==> src/sv/pbec_pkg.sv <==
`timescale 1ns / 1ps
// pbec_pkg: shared types, phase codes and constants of the pressure calibrator
// used by every module of the block and by pbec_cfg_if, no dependencies

package pbec_pkg;

  // phase codes as seen on the result channel
  localparam logic [2:0] PH_IDLE = 3'd0;
  localparam logic [2:0] PH_BASE = 3'd1;
  localparam logic [2:0] PH_EXT  = 3'd2;
  localparam logic [2:0] PH_DONE = 3'd3;
  localparam logic [2:0] PH_ERR  = 3'd4;

  // request opcodes
  localparam logic OP_START = 1'b0;
  localparam logic OP_READ  = 1'b1;

  // configuration register indexes
  localparam int unsigned CFG_IDX_W = 2;
  localparam logic [CFG_IDX_W-1:0] CFG_CAL_ENABLE = 2'd0;
  localparam logic [CFG_IDX_W-1:0] CFG_ATM_TIME   = 2'd1;
  localparam logic [CFG_IDX_W-1:0] CFG_EXT_TIME   = 2'd2;
  localparam int unsigned CFG_DATA_W = 16;

  // timing constants in ms
  localparam logic [16:0] BASE_TICK_MS  = 17'd10;
  localparam logic [16:0] EXT_TICK_MS   = 17'd5;
  localparam logic [15:0] ATM_MIN_MS    = 16'd200;
  localparam logic [15:0] EXT_MIN_MS    = 16'd1000;
  localparam logic [15:0] ATM_RESET_MS  = 16'd600;
  localparam logic [15:0] EXT_RESET_MS  = 16'd5000;

  localparam logic signed [31:0] MIN_INIT = 32'sh7fff_ffff;
  localparam logic signed [31:0] MAX_INIT = 32'sh8000_0001;

  localparam int unsigned SUM_W = 48;
  localparam int unsigned CNT_W = 13;
  localparam int unsigned ELAPSED_W = 17;

  // controller to datapath
  typedef struct packed {
    logic capture;   // latch the incoming request
    logic exec;      // apply the request to the state
    logic check;     // end of phase evaluation
    logic div_start; // launch the rounded mean division
    logic div_load;  // take the mean and enter the extremes phase
    logic out_load;  // load the result register
  } ctrl_cmd_t;

  // datapath to controller
  typedef struct packed {
    logic need_div;
    logic div_done;
  } ctrl_stat_t;

endpackage

==> src/sv/pbec_in_if.sv <==
`timescale 1ns / 1ps
// pbec_in_if: request channel of the pressure calibrator
// depends on nothing but the handshake convention valid and ready

interface pbec_in_if;
  logic               valid;
  logic               ready;
  logic               op;
  logic               read_ok;
  logic signed [31:0] pressure_pa;

  modport source (output valid, output op, output read_ok, output pressure_pa, input ready);
  modport sink   (input valid, input op, input read_ok, input pressure_pa, output ready);
endinterface

==> src/sv/pbec_out_if.sv <==
`timescale 1ns / 1ps
// pbec_out_if: result channel of the pressure calibrator
// depends on nothing but the handshake convention valid and ready

interface pbec_out_if;
  logic               valid;
  logic               ready;
  logic [2:0]         phase;
  logic signed [31:0] baseline_pa;
  logic signed [31:0] min_pa;
  logic signed [31:0] max_pa;

  modport source (output valid, output phase, output baseline_pa, output min_pa,
                  output max_pa, input ready);
  modport sink   (input valid, input phase, input baseline_pa, input min_pa,
                  input max_pa, output ready);
endinterface

==> src/sv/pbec_cfg_if.sv <==
`timescale 1ns / 1ps
// pbec_cfg_if: configuration write channel of the pressure calibrator
// uses pbec_pkg for the index and data widths

interface pbec_cfg_if;
  logic                               valid;
  logic                               ready;
  logic [pbec_pkg::CFG_IDX_W-1:0]     index;
  logic [pbec_pkg::CFG_DATA_W-1:0]    data;

  modport source (output valid, output index, output data, input ready);
  modport sink   (input valid, input index, input data, output ready);
endinterface

==> src/sv/pbec_div.sv <==
`timescale 1ns / 1ps
// pbec_div: iterative restoring divider for the rounded mean of the baseline sum
// one quotient bit per cycle; uses pbec_pkg for the sum and count widths

module pbec_div (
  input  logic                                clk,
  input  logic                                rst,
  input  logic                                start,
  input  logic signed [pbec_pkg::SUM_W-1:0]   sum,
  input  logic [pbec_pkg::CNT_W-1:0]          count,
  output logic                                done,
  output logic signed [31:0]                  mean
);

  localparam int unsigned NUM_W = pbec_pkg::SUM_W + 1;
  localparam int unsigned DEN_W = pbec_pkg::CNT_W + 1;
  localparam int unsigned STEP_W = $clog2(NUM_W + 1);

  logic                busy;
  logic                prep;
  logic                neg;
  logic [STEP_W-1:0]   step;
  logic [NUM_W-1:0]    num;
  logic [DEN_W-1:0]    rem;
  logic [DEN_W-1:0]    den;
  logic [DEN_W:0]      trial;
  logic                qbit;
  logic [DEN_W:0]      diff;

  assign trial = {rem, num[NUM_W-1]};
  assign qbit  = (trial >= {1'b0, den});
  assign diff  = trial - {1'b0, den};

  always_ff @(posedge clk) begin
    if (rst) begin
      busy <= 1'b0;
      prep <= 1'b0;
      done <= 1'b0;
      step <= '0;
    end else begin
      done <= 1'b0;
      if (start) begin
        busy <= 1'b1;
        prep <= 1'b1;
      end else if (prep) begin
        prep <= 1'b0;
        step <= STEP_W'(NUM_W);
      end else if (busy) begin
        step <= step - STEP_W'(1);
        if (step == STEP_W'(1)) begin
          busy <= 1'b0;
          done <= 1'b1;
        end
      end
    end
  end

  always_ff @(posedge clk) begin
    if (start) begin
      // magnitude of the sum, then 2*mag + n over 2*n
      neg <= sum[pbec_pkg::SUM_W-1];
      num <= {1'b0, (sum[pbec_pkg::SUM_W-1] ? (~sum + pbec_pkg::SUM_W'(1)) : sum)};
      den <= {count, 1'b0};
    end else if (prep) begin
      num <= {num[NUM_W-2:0], 1'b0} + NUM_W'(count);
      rem <= '0;
    end else if (busy) begin
      rem <= qbit ? diff[DEN_W-1:0] : trial[DEN_W-1:0];
      num <= {num[NUM_W-2:0], qbit};
    end
  end

  assign mean = neg ? (32'sd0 - $signed(num[31:0])) : $signed(num[31:0]);

endmodule

==> src/sv/pbec_datapath.sv <==
`timescale 1ns / 1ps
// pbec_datapath: configuration registers, calibration state, result register
// uses pbec_pkg, the channel interfaces and pbec_div for the baseline mean

module pbec_datapath (
  input  logic                    clk,
  input  logic                    rst,
  pbec_cfg_if.sink                cfg_ch,
  input  logic                    in_op,
  input  logic                    in_read_ok,
  input  logic signed [31:0]      in_pressure_pa,
  input  pbec_pkg::ctrl_cmd_t     cmd,
  output pbec_pkg::ctrl_stat_t    stat,
  output logic [2:0]              out_phase,
  output logic signed [31:0]      out_baseline_pa,
  output logic signed [31:0]      out_min_pa,
  output logic signed [31:0]      out_max_pa
);

  logic                                  cal_enable;
  logic [15:0]                           atm_time_ms;
  logic [15:0]                           ext_time_ms;

  logic                                  it_op;
  logic                                  it_ok;
  logic signed [31:0]                    it_p;

  logic [2:0]                            phase_reg;
  logic [pbec_pkg::ELAPSED_W-1:0]        elapsed_ms;
  logic signed [pbec_pkg::SUM_W-1:0]     sample_sum;
  logic [pbec_pkg::CNT_W-1:0]            sample_count;
  logic signed [31:0]                    baseline_reg;
  logic signed [31:0]                    min_reg;
  logic signed [31:0]                    max_reg;

  logic [15:0]                           eff_atm;
  logic [15:0]                           eff_ext;
  logic                                  base_end;
  logic                                  ext_end;
  logic                                  div_done;
  logic signed [31:0]                    mean;

  assign cfg_ch.ready = 1'b1;

  always_ff @(posedge clk) begin
    if (rst) begin
      cal_enable  <= 1'b0;
      atm_time_ms <= pbec_pkg::ATM_RESET_MS;
      ext_time_ms <= pbec_pkg::EXT_RESET_MS;
    end else if (cfg_ch.valid) begin
      case (cfg_ch.index)
        pbec_pkg::CFG_CAL_ENABLE: cal_enable  <= cfg_ch.data[0];
        pbec_pkg::CFG_ATM_TIME:   atm_time_ms <= cfg_ch.data;
        pbec_pkg::CFG_EXT_TIME:   ext_time_ms <= cfg_ch.data;
        default: ;
      endcase
    end
  end

  always_ff @(posedge clk) begin
    if (cmd.capture) begin
      it_op <= in_op;
      it_ok <= in_read_ok;
      it_p  <= in_pressure_pa;
    end
  end

  assign eff_atm = (atm_time_ms < pbec_pkg::ATM_MIN_MS) ? pbec_pkg::ATM_MIN_MS : atm_time_ms;
  assign eff_ext = (ext_time_ms < pbec_pkg::EXT_MIN_MS) ? pbec_pkg::EXT_MIN_MS : ext_time_ms;

  assign base_end = (it_op == pbec_pkg::OP_READ) && (phase_reg == pbec_pkg::PH_BASE) &&
                    (elapsed_ms >= {1'b0, eff_atm});
  assign ext_end  = (it_op == pbec_pkg::OP_READ) && (phase_reg == pbec_pkg::PH_EXT) &&
                    (elapsed_ms >= {1'b0, eff_ext});

  assign stat.need_div = base_end && (sample_count != '0);
  assign stat.div_done = div_done;

  always_ff @(posedge clk) begin
    if (rst) begin
      phase_reg    <= pbec_pkg::PH_IDLE;
      elapsed_ms   <= '0;
      sample_sum   <= '0;
      sample_count <= '0;
      baseline_reg <= '0;
      min_reg      <= pbec_pkg::MIN_INIT;
      max_reg      <= pbec_pkg::MAX_INIT;
    end else if (cmd.exec) begin
      if (it_op == pbec_pkg::OP_START) begin
        if (!cal_enable) begin
          phase_reg <= pbec_pkg::PH_ERR;
        end else begin
          phase_reg    <= pbec_pkg::PH_BASE;
          elapsed_ms   <= '0;
          sample_sum   <= '0;
          sample_count <= '0;
          baseline_reg <= '0;
          min_reg      <= pbec_pkg::MIN_INIT;
          max_reg      <= pbec_pkg::MAX_INIT;
        end
      end else if (phase_reg == pbec_pkg::PH_BASE) begin
        if (it_ok) begin
          sample_sum   <= sample_sum + {{(pbec_pkg::SUM_W-32){it_p[31]}}, it_p};
          sample_count <= sample_count + pbec_pkg::CNT_W'(1);
        end
        elapsed_ms <= elapsed_ms + pbec_pkg::BASE_TICK_MS;
      end else if (phase_reg == pbec_pkg::PH_EXT) begin
        if (it_ok) begin
          if (it_p < min_reg) begin
            min_reg <= it_p;
          end
          if (it_p > max_reg) begin
            max_reg <= it_p;
          end
        end
        elapsed_ms <= elapsed_ms + pbec_pkg::EXT_TICK_MS;
      end
    end else if (cmd.check) begin
      if (base_end && (sample_count == '0)) begin
        phase_reg <= pbec_pkg::PH_ERR;
      end else if (ext_end) begin
        phase_reg <= (min_reg < max_reg) ? pbec_pkg::PH_DONE : pbec_pkg::PH_ERR;
      end
    end else if (cmd.div_load) begin
      baseline_reg <= mean;
      phase_reg    <= pbec_pkg::PH_EXT;
      elapsed_ms   <= '0;
      min_reg      <= pbec_pkg::MIN_INIT;
      max_reg      <= pbec_pkg::MAX_INIT;
    end
  end

  pbec_div u_div (
    .clk   (clk),
    .rst   (rst),
    .start (cmd.div_start),
    .sum   (sample_sum),
    .count (sample_count),
    .done  (div_done),
    .mean  (mean)
  );

  always_ff @(posedge clk) begin
    if (cmd.out_load) begin
      out_phase       <= phase_reg;
      out_baseline_pa <= baseline_reg;
      out_min_pa      <= min_reg;
      out_max_pa      <= max_reg;
    end
  end

endmodule

==> src/sv/pbec_ctrl.sv <==
`timescale 1ns / 1ps
// pbec_ctrl: sequencing state machine and result valid flag of the calibrator
// uses pbec_pkg for the command and status structs

module pbec_ctrl (
  input  logic                   clk,
  input  logic                   rst,
  input  logic                   in_valid,
  output logic                   in_ready,
  output logic                   out_valid,
  input  logic                   out_ready,
  input  pbec_pkg::ctrl_stat_t   stat,
  output pbec_pkg::ctrl_cmd_t    cmd
);

  typedef enum logic [4:0] {
    S_IDLE   = 5'b00001,
    S_EXEC   = 5'b00010,
    S_CHECK  = 5'b00100,
    S_DIV    = 5'b01000,
    S_RESULT = 5'b10000
  } state_t;

  state_t state;
  state_t state_next;
  logic   out_free;

  assign in_ready = (state == S_IDLE);
  assign out_free = !out_valid || out_ready;

  always_comb begin
    cmd.capture   = in_valid && in_ready;
    cmd.exec      = (state == S_EXEC);
    cmd.check     = (state == S_CHECK);
    cmd.div_start = (state == S_CHECK) && stat.need_div;
    cmd.div_load  = (state == S_DIV) && stat.div_done;
    cmd.out_load  = (state == S_RESULT) && out_free;
  end

  always_comb begin
    state_next = state;
    case (state)
      S_IDLE:   if (in_valid) state_next = S_EXEC;
      S_EXEC:   state_next = S_CHECK;
      S_CHECK:  state_next = stat.need_div ? S_DIV : S_RESULT;
      S_DIV:    if (stat.div_done) state_next = S_RESULT;
      S_RESULT: if (out_free) state_next = S_IDLE;
      default:  state_next = S_IDLE;
    endcase
  end

  always_ff @(posedge clk) begin
    if (rst) begin
      state     <= S_IDLE;
      out_valid <= 1'b0;
    end else begin
      state <= state_next;
      if (cmd.out_load) begin
        out_valid <= 1'b1;
      end else if (out_ready) begin
        out_valid <= 1'b0;
      end
    end
  end

endmodule

==> src/sv/pressure_baseline_extremes_calibrator_unit.sv <==
`timescale 1ns / 1ps
// pressure_baseline_extremes_calibrator_unit: top level of the pressure calibrator
// joins pbec_ctrl and pbec_datapath; uses pbec_pkg and the three channel interfaces
//
// usage
//   in_ch carries one request: op start (0) or one read attempt (1), with read_ok
//   and pressure_pa. every request gives exactly one result on out_ch: phase,
//   baseline_pa, min_pa and max_pa as they stand after that request.
//   cfg_ch writes cal_enable (index 0), atm_time_ms (1) and ext_time_ms (2); it is
//   always ready, other indexes are dropped. write it only while the block is idle.
// sequencing
//   an accepted request passes through the exec and check states and then loads
//   the result register, which is offered on out_ch as it is loaded; the read
//   that closes the baseline phase also runs the rounded mean through the
//   one-bit-per-cycle divider (a setup step, the quotient bits, then a step to
//   take the mean) before the result. one request is in work at a time: a new
//   one is taken only once the result of the last is loaded.
// reset
//   rst is synchronous: phase idle, counters and sum cleared, config at its
//   defaults (disabled, 600 ms, 5000 ms), no result pending.
// stalls
//   the result sits in an output register; a new request is taken while it
//   waits, and the following result is held back until out_ch takes the last one.

module pressure_baseline_extremes_calibrator_unit (
  input  logic        clk,
  input  logic        rst,
  pbec_in_if.sink     in_ch,
  pbec_out_if.source  out_ch,
  pbec_cfg_if.sink    cfg_ch
);

  pbec_pkg::ctrl_cmd_t  cmd;
  pbec_pkg::ctrl_stat_t stat;

  pbec_ctrl u_ctrl (
    .clk       (clk),
    .rst       (rst),
    .in_valid  (in_ch.valid),
    .in_ready  (in_ch.ready),
    .out_valid (out_ch.valid),
    .out_ready (out_ch.ready),
    .stat      (stat),
    .cmd       (cmd)
  );

  pbec_datapath u_datapath (
    .clk             (clk),
    .rst             (rst),
    .cfg_ch          (cfg_ch),
    .in_op           (in_ch.op),
    .in_read_ok      (in_ch.read_ok),
    .in_pressure_pa  (in_ch.pressure_pa),
    .cmd             (cmd),
    .stat            (stat),
    .out_phase       (out_ch.phase),
    .out_baseline_pa (out_ch.baseline_pa),
    .out_min_pa      (out_ch.min_pa),
    .out_max_pa      (out_ch.max_pa)
  );

endmodule

==> src/flat_wrapper.sv <==
// flat-port wrapper written by rule: the top's interface ports become plain ports
module pressure_baseline_extremes_calibrator_unit_flat 
  (clk, rst, in_ch_valid, in_ch_op, in_ch_read_ok, in_ch_pressure_pa, in_ch_ready, out_ch_valid, out_ch_phase, out_ch_baseline_pa, out_ch_min_pa, out_ch_max_pa, out_ch_ready, cfg_ch_valid, cfg_ch_index, cfg_ch_data, cfg_ch_ready);
  pbec_in_if in_ch_i ();
  pbec_out_if out_ch_i ();
  pbec_cfg_if cfg_ch_i ();
  input  logic clk;
  input  logic rst;
  input wire logic [$bits(in_ch_i.valid)-1:0] in_ch_valid;
  input wire logic [$bits(in_ch_i.op)-1:0] in_ch_op;
  input wire logic [$bits(in_ch_i.read_ok)-1:0] in_ch_read_ok;
  input wire logic [$bits(in_ch_i.pressure_pa)-1:0] in_ch_pressure_pa;
  output wire logic [$bits(in_ch_i.ready)-1:0] in_ch_ready;
  output wire logic [$bits(out_ch_i.valid)-1:0] out_ch_valid;
  output wire logic [$bits(out_ch_i.phase)-1:0] out_ch_phase;
  output wire logic [$bits(out_ch_i.baseline_pa)-1:0] out_ch_baseline_pa;
  output wire logic [$bits(out_ch_i.min_pa)-1:0] out_ch_min_pa;
  output wire logic [$bits(out_ch_i.max_pa)-1:0] out_ch_max_pa;
  input wire logic [$bits(out_ch_i.ready)-1:0] out_ch_ready;
  input wire logic [$bits(cfg_ch_i.valid)-1:0] cfg_ch_valid;
  input wire logic [$bits(cfg_ch_i.index)-1:0] cfg_ch_index;
  input wire logic [$bits(cfg_ch_i.data)-1:0] cfg_ch_data;
  output wire logic [$bits(cfg_ch_i.ready)-1:0] cfg_ch_ready;
  assign in_ch_i.valid = in_ch_valid;
  assign in_ch_i.op = in_ch_op;
  assign in_ch_i.read_ok = in_ch_read_ok;
  assign in_ch_i.pressure_pa = in_ch_pressure_pa;
  assign in_ch_ready = in_ch_i.ready;
  assign out_ch_valid = out_ch_i.valid;
  assign out_ch_phase = out_ch_i.phase;
  assign out_ch_baseline_pa = out_ch_i.baseline_pa;
  assign out_ch_min_pa = out_ch_i.min_pa;
  assign out_ch_max_pa = out_ch_i.max_pa;
  assign out_ch_i.ready = out_ch_ready;
  assign cfg_ch_i.valid = cfg_ch_valid;
  assign cfg_ch_i.index = cfg_ch_index;
  assign cfg_ch_i.data = cfg_ch_data;
  assign cfg_ch_ready = cfg_ch_i.ready;
  pressure_baseline_extremes_calibrator_unit u_core (.clk(clk), .rst(rst), .in_ch(in_ch_i), .out_ch(out_ch_i), .cfg_ch(cfg_ch_i));
endmodule
==> config.mk <==
export PLATFORM = sky130hd
export DESIGN_NAME = pressure_baseline_extremes_calibrator_unit_flat
export DESIGN_NICKNAME = d
export VERILOG_FILES = /design/src/sv/pbec_pkg.sv /design/src/sv/pbec_in_if.sv /design/src/sv/pbec_out_if.sv /design/src/sv/pbec_cfg_if.sv /design/src/sv/pbec_div.sv /design/src/sv/pbec_datapath.sv /design/src/sv/pbec_ctrl.sv /design/src/sv/pressure_baseline_extremes_calibrator_unit.sv /design/src/flat_wrapper.sv
export SDC_FILE = /design/constraint.sdc
export NUM_CORES = 1
export LEC_CHECK = 0
export BUFFER_PORTS_ARGS = -buffer_cell sky130_fd_sc_hd__buf_2
export CAP_MARGIN = 20
export CELL_PAD_IN_SITES_DETAIL_PLACEMENT = 1
export CELL_PAD_IN_SITES_GLOBAL_PLACEMENT = 2
export CORE_MARGIN = 2
export CORE_UTILIZATION = 40
export CTS_BUF_LIST = sky130_fd_sc_hd__clkbuf_4
export DETAILED_ROUTE_END_ITERATION = 6
export GPL_TIMING_DRIVEN = 0
export HOLD_SLACK_MARGIN = 0.05
export PLACE_DENSITY = 0.85
export SKIP_LAST_GASP = 1
export SLEW_MARGIN = 25
export SYNTH_ARGS = -nofsm -noshare
export SYNTH_HDL_FRONTEND = slang
export SYNTH_SLANG_ARGS = --single-unit
==> constraint.sdc <==
create_clock -name clk -period 7.5 [get_ports clk]
set_input_delay 1.125 -clock clk [delete_from_list [all_inputs] [get_ports clk]]
set_output_delay 1.125 -clock clk [all_outputs]
set_load 0.05 [all_outputs]
* Word level (Yosys, flattened, before mapping)
Index checks and enable logic that the tools add are counted.
Word-level totals: bits of input ports 57, flip-flop bits (word level) 435, word-level logic and storage cells 178, output and inout bits 102
Cells by class: mux-type cells 70, eq/ne operators 27, $lt $le $gt $ge 8, $add $sub $neg 9, bitwise operators 3, reductions and logical operators 33
Operators with widths (number):
- 2-to-1 mux 32 bit | 24
- 2-to-1 mux 48 bit | 6
- 2-to-1 mux 17 bit | 7
- 2-to-1 mux 49 bit | 2
- < comparator 32 bit | 2
- 2-to-1 mux 13 bit | 4
- adder 49 x 13 -> 49 bit | 1
- adder 48 x 2 -> 48 bit, second input constant | 1
- adder 48 bit | 1
- NOT 48 bit | 1
- >= comparator 17 x 16 -> 1 bit | 2
- greater-than comparator 32 bit | 1
- 2-to-1 mux 16 bit | 2
- subtractor 1 x 32 -> 32 bit, first input constant | 1
- 2-to-1 mux 14 bit | 2
- one-hot mux 5 bit (5 select lines) | 1
- 2-to-1 mux 3 bit | 8
- 2-to-1 mux 5 bit | 4
- inequality test 3 bit, second input constant | 6
- adder 17 x 3 -> 17 bit, second input constant | 1
- adder 17 x 4 -> 17 bit, second input constant | 1
- < comparator 16 x 10 -> 1 bit, second input constant | 1
- < comparator 16 x 8 -> 1 bit, second input constant | 1
- >= comparator 15 x 14 -> 1 bit | 1
- other kinds (33) | 69

* Longest topological paths before layout
depth after elaboration 8, depth in mapped cells 18, mapped depth without buffers 16

* Hierarchy
From an unflattened synthesis, not the netlist that was laid out.
Unflattened totals: cells, all modules 2645, area, all modules 25205.4 um^2
By module, submodules not included:
- pbec_datapath | sequential area each 8197.9 um^2, times used 1, area an instance 17763.3 um^2, cells each 1818
- pbec_div | sequential area each 2482.4 um^2, times used 1, area an instance 7059.3 um^2, cells each 783
- pbec_ctrl | sequential area each 120.1 um^2, times used 1, area an instance 382.9 um^2, cells each 44

* Worst setup path before layout
Ideal clock, no wire load.
path type input to register, from in out_ch_ready, to reg u_core.u_datapath.out_baseline_pa[0], enable pin, setup time 568 ps, stages on the path 2, data arrival time 5626 ps, path buffers 0, slack 1306 ps, cell sequence nand2b_1 nor2b_1
RTL lines:
- start: declaration | line flat_wrapper.sv:19 | input wire logic [$bits(out_ch_i.ready)-1:0] out_ch_ready;
- end signal: assignment | line pbec_datapath.sv:146 | out_baseline_pa <= baseline_reg;
- end: declaration | line pbec_datapath.sv:15 | output logic signed [31:0] out_baseline_pa,

* Worst setup path in the final report
from reg u_core.u_datapath.atm_time_ms[4], to reg u_core.u_datapath.u_div.num[13], data pin
On the way: word-level cells in the longest chain between the ends 7
Ends and longest elaborated chain:
- start: declaration | line pbec_datapath.sv:21 | logic [15:0] atm_time_ms;
- start signal: assignment | line pbec_datapath.sv:48 | atm_time_ms <= pbec_pkg::ATM_RESET_MS;
- start signal: assignment | line pbec_datapath.sv:53 | pbec_pkg::CFG_ATM_TIME: atm_time_ms <= cfg_ch.data;
- < comparator 16 x 8 -> 1 bit | line pbec_datapath.sv:68 | assign eff_atm = (atm_time_ms < pbec_pkg::ATM_MIN_MS) ? pbec_pkg::ATM_MIN_MS : atm_time_ms;
- 2-to-1 mux 16 bit * | line pbec_datapath.sv:68
- >= comparator 17 x 16 -> 1 bit * | line pbec_datapath.sv:72 | (elapsed_ms >= {1'b0, eff_atm});
- logical AND 1 bit * | line pbec_datapath.sv:71 | assign base_end = (it_op == pbec_pkg::OP_READ) && (phase_reg == pbec_pkg::PH_BASE) &&
- logical AND 1 bit * | line pbec_datapath.sv:76 | assign stat.need_div = base_end && (sample_count != '0);
- logical AND 1 bit * | line pbec_ctrl.sv:35 | cmd.div_start = (state == S_CHECK) && stat.need_div;
- 2-to-1 mux 48 bit * | line pbec_div.sv:59 | if (start) begin
- end signal: assignment | line pbec_div.sv:62 | num <= {1'b0, (sum[pbec_pkg::SUM_W-1] ? (~sum + pbec_pkg::SUM_W'(1)) : sum)};
- end signal: assignment | line pbec_div.sv:65 | num <= {num[NUM_W-2:0], 1'b0} + NUM_W'(count);
- end signal: assignment | line pbec_div.sv:69 | num <= {num[NUM_W-2:0], qbit};
- end: declaration | line pbec_div.sv:23 | logic [NUM_W-1:0] num;
Mark *: on every way between the ends. The rest lies on a longest branch, timed or not. A chain may end at the register's enable or synchronous reset.

==> flow_summary.json <==
{
  "final_util": 0.464,
  "crit_required_ps": 8230,
  "htreeDepth": 3,
  "start_util": 0.406,
  "synth_ff_type": "dfxtp_1",
  "grt_pass1_wl_um": 121000,
  "final_hold_viol_count": 0,
  "setup-tns-final_ps": 0,
  "max_freq_mhz": 243,
  "cts.repair.resized": 0,
  "ctsHoldBuffers": 0,
  "clockRootBuffer": "clkbuf_4",
  "syn_area_per_cell_um2": 9.55,
  "clk_latency_ps": 910,
  "nets": 3123,
  "peakVddDrop_uv": 127,
  "criticalPathCategory": "reg -> reg",
  "postRouteAntennaNets": 0,
  "synth-seq-area-share": 0.440,
  "cp_common_cell": "nand2_1",
  "netlist_instances": 2572,
  "yosys.area.top_type": "edfxtp_1",
  "slowest_delay_ps": 760,
  "dieArea_um2": 63400,
  "cts_num_sinks": 435,
  "reg_top3": "u_core.u_datapath.u_div.num (49), u_core.u_datapath.sample_sum (48)",
  "drt_iter0_markers": 831,
  "crit_path_max_fanout": 10,
  "drv_cap": 0,
  "critPathSlowestCell": "nor3b_1",
  "fillers": 7044,
  "top_register": "u_core.u_datapath.u_div.num",
  "synth.distinct_cells": 88,
  "mappedNetlistArea_um2": 24600,
  "total_power_uw": 5220,
  "fin_area_um2": 28100,
  "hp-class": "reg -> reg",
  "drc_errors": 0,
  "ios": 159,
  "cp.arrival_ps": 4840,
  "drive_above_1_share": 0.135,
  "clk_pin_slew_ps": 70,
  "p_leak_uw": 0.0118,
  "tightest_slew_ps": 963,
  "finalWirelength_um": 76200,
  "power_density_nw_per_um2": 186,
  "place_hpwl_um": 58700,
  "gr-total-overflow": 0,
  "status": "complete, no violations",
  "crit_buf_inv": 2,
  "min_period_over_period": 0.548,
  "placed_area_um2": 26500,
  "fin_worst_skew_ps": 61.8,
  "drtPass1Iterations": 5,
  "area_growth_pct": 14.4,
  "maxSlewHeadroom": 0.358,
  "endpoint_kind": "flip-flop",
  "async_flop_share": 0,
  "rsz0062_at_grt": "no",
  "wire_per_inst_um": 20.4,
  "dp_cells": 3518,
  "antenna_found_initial": 2,
  "grt_pass1_vias": 21887,
  "final_cell_count_no_fill": 3742,
  "largest_register_ffs": 49,
  "gp_congestion": 0.899,
  "slew_violations": 0,
  "yosysTopAreaCellShare": 0.255,
  "clk_path_buf_depth": 3,
  "coreArea_um2": 60600,
  "cts_buffers": 117,
  "cts_tree": "built",
  "grt_max_degree": 29,
  "die_h_um": 252,
  "placementRows": 90,
  "syn-num-nets": 2839,
  "die_x_um": 252,
  "setup_viol": 0,
  "ys_warn_count": 0,
  "ys_ff_latch": 435,
  "vias": 20697,
  "start_kind": "flip-flop",
  "layout_min_cycle_time_ps": 4110,
  "synthTopCellsByArea": "edfxtp_1 (26%), dfxtp_1 (18%), ha_1 (11%)",
  "portBuffers": 157,
  "synth_edf_count": 209,
  "crit_chain": "o311ai_0, nand2_1, and2_1, ha_1, inv_1, a21oi_1, o22ai_1, o21a_1, o41ai_1, a31oi_1, nor3b_1, clkbuf_1, nand2_1, o21ai_0",
  "path_delay_family": "compound AO/OA/AOI/OAI gates",
  "grtUsageTotal": 0.240,
  "viasPerCell": 5.53,
  "cts_setup_buffers": 0
}
-- routing by layer --
layer / vias to the layer above / track usage / share of wire
li1: 9964 / - / -
met1: 10223 / 0.306 / 0.46
met2: 386 / 0.423 / 0.49
met3: 124 / 0.0332 / 0.034
met4: 0 / 0.0732 / 0.022
met5: - / 0 / 0
-- synthesized netlist by cell type (all sizes together) (9+ instances only) --
library cell  count
a21oi           172
a22oi            19
mux2i            28
nand3            50
nor2b            32
o21bai           40
nand3b           17
or4              16
nor2            224
nor4             14
a21o             62
o21a             10
nand2           254
and2             12
nand4            50
xor2            102
dfxtp           226
o21ai           153
buf               9
o41ai            12
a22o             32
a31oi            10
xnor2            90
edfxtp          209
a211oi           16
or3              26
ha              207
nor3             37
o31ai            26
inv             136
nor3b            42
nand2b           24
clkbuf           90
and3             30
-- path summary, 6_finish.rpt --
kind | from | to | slack, ps | depth (start not counted)
max | u_core.u_datapath.atm_time_ms[4] | u_core.u_datapath.u_div.num[13] | 3390 | 14
min | u_core.u_datapath.baseline_reg[0] | u_core.u_datapath.out_baseline_pa[0] | 380 | 0
max reg2reg | u_core.u_datapath.atm_time_ms[4] | u_core.u_datapath.u_div.num[13] | 3390 | 14
min reg2reg | u_core.u_datapath.baseline_reg[0] | u_core.u_datapath.out_baseline_pa[0] | 380 | 0
-- worst reg2reg max path: stages (launching register included) --
cell and delay [ps]:
dfxtp_1 330, o311ai_0 420, nand2_1 210, and2_1 210, ha_1 170, inv_1 50
a21oi_1 60, o22ai_1 120, o21a_1 140, o41ai_1 90, a31oi_1 440, nor3b_1 760
clkbuf_1 600, nand2_1 230, o21ai_0 150
-- power breakdown --
group	internal (uW)	total [uW]	switching, uW
Sequential	2530	2600	77.3
Clock	1120	2210	1090
Combinational	148	412	265
Total	3790	5220	1430
-- area by class of cell --
type	count	area (um^2)	area share
clock buffer	170	1280	0.0454
antenna	1	2.50	0.0000891
multi-input combinational	1902	12900	0.458
sequential	435	10800	0.384
timing repair buffer	165	963	0.0343
tap	782	978	0.0348
buffer	99	410	0.0146
clock inverter	52	284	0.0101
inverter	136	510	0.0182
-- logic make-up after synthesis --
kind of cell    Yosys count  synth area share
simple gates            854             0.173
compound gates          617             0.162
flops                   435             0.440
buf+inv                 235            0.0374
fa+ha+maj               210             0.108
xor+xnor                192            0.0684
mux                      28            0.0114
other cells               1          0.000153
-- cells in the final DEF (no fill, tap or decap), types with 12 or more instances in the layout --
cell type,instances
nor2b_1,31
nor3b_1,42
buf_2,159
nand3_1,50
nand2_1,254
a22oi_1,19
nor3_1,35
mux2i_1,28
ha_1,207
and3_1,29
dfxtp_1,226
nor2_1,223
o21ai_1,13
inv_1,136
clkbuf_1,87
a211oi_1,16
nor4_1,12
nand2b_1,24
o21ai_0,137
a21o_1,62
clkinv_1,33
clkbuf_4,170
nand4_1,49
a21oi_1,170
a22o_1,32
xnor2_1,90
edfxtp_1,209
xor2_1,102
nand3b_1,16
o31ai_1,23
or3_1,25
o21bai_1,39
-- per-stage QoR --
stage | hold WS (ps) | setup slack (ps)
6_report | 385 | 3390
5_1_grt | 342 | 3050
4_1_cts | 320 | 3410
3_5_place_dp | 418 | 3420
3_3_place_gp | 414 | -1100
2_1_floorplan | 408 | 1310
No activity file was read; power rests on OpenSTA's default activity.
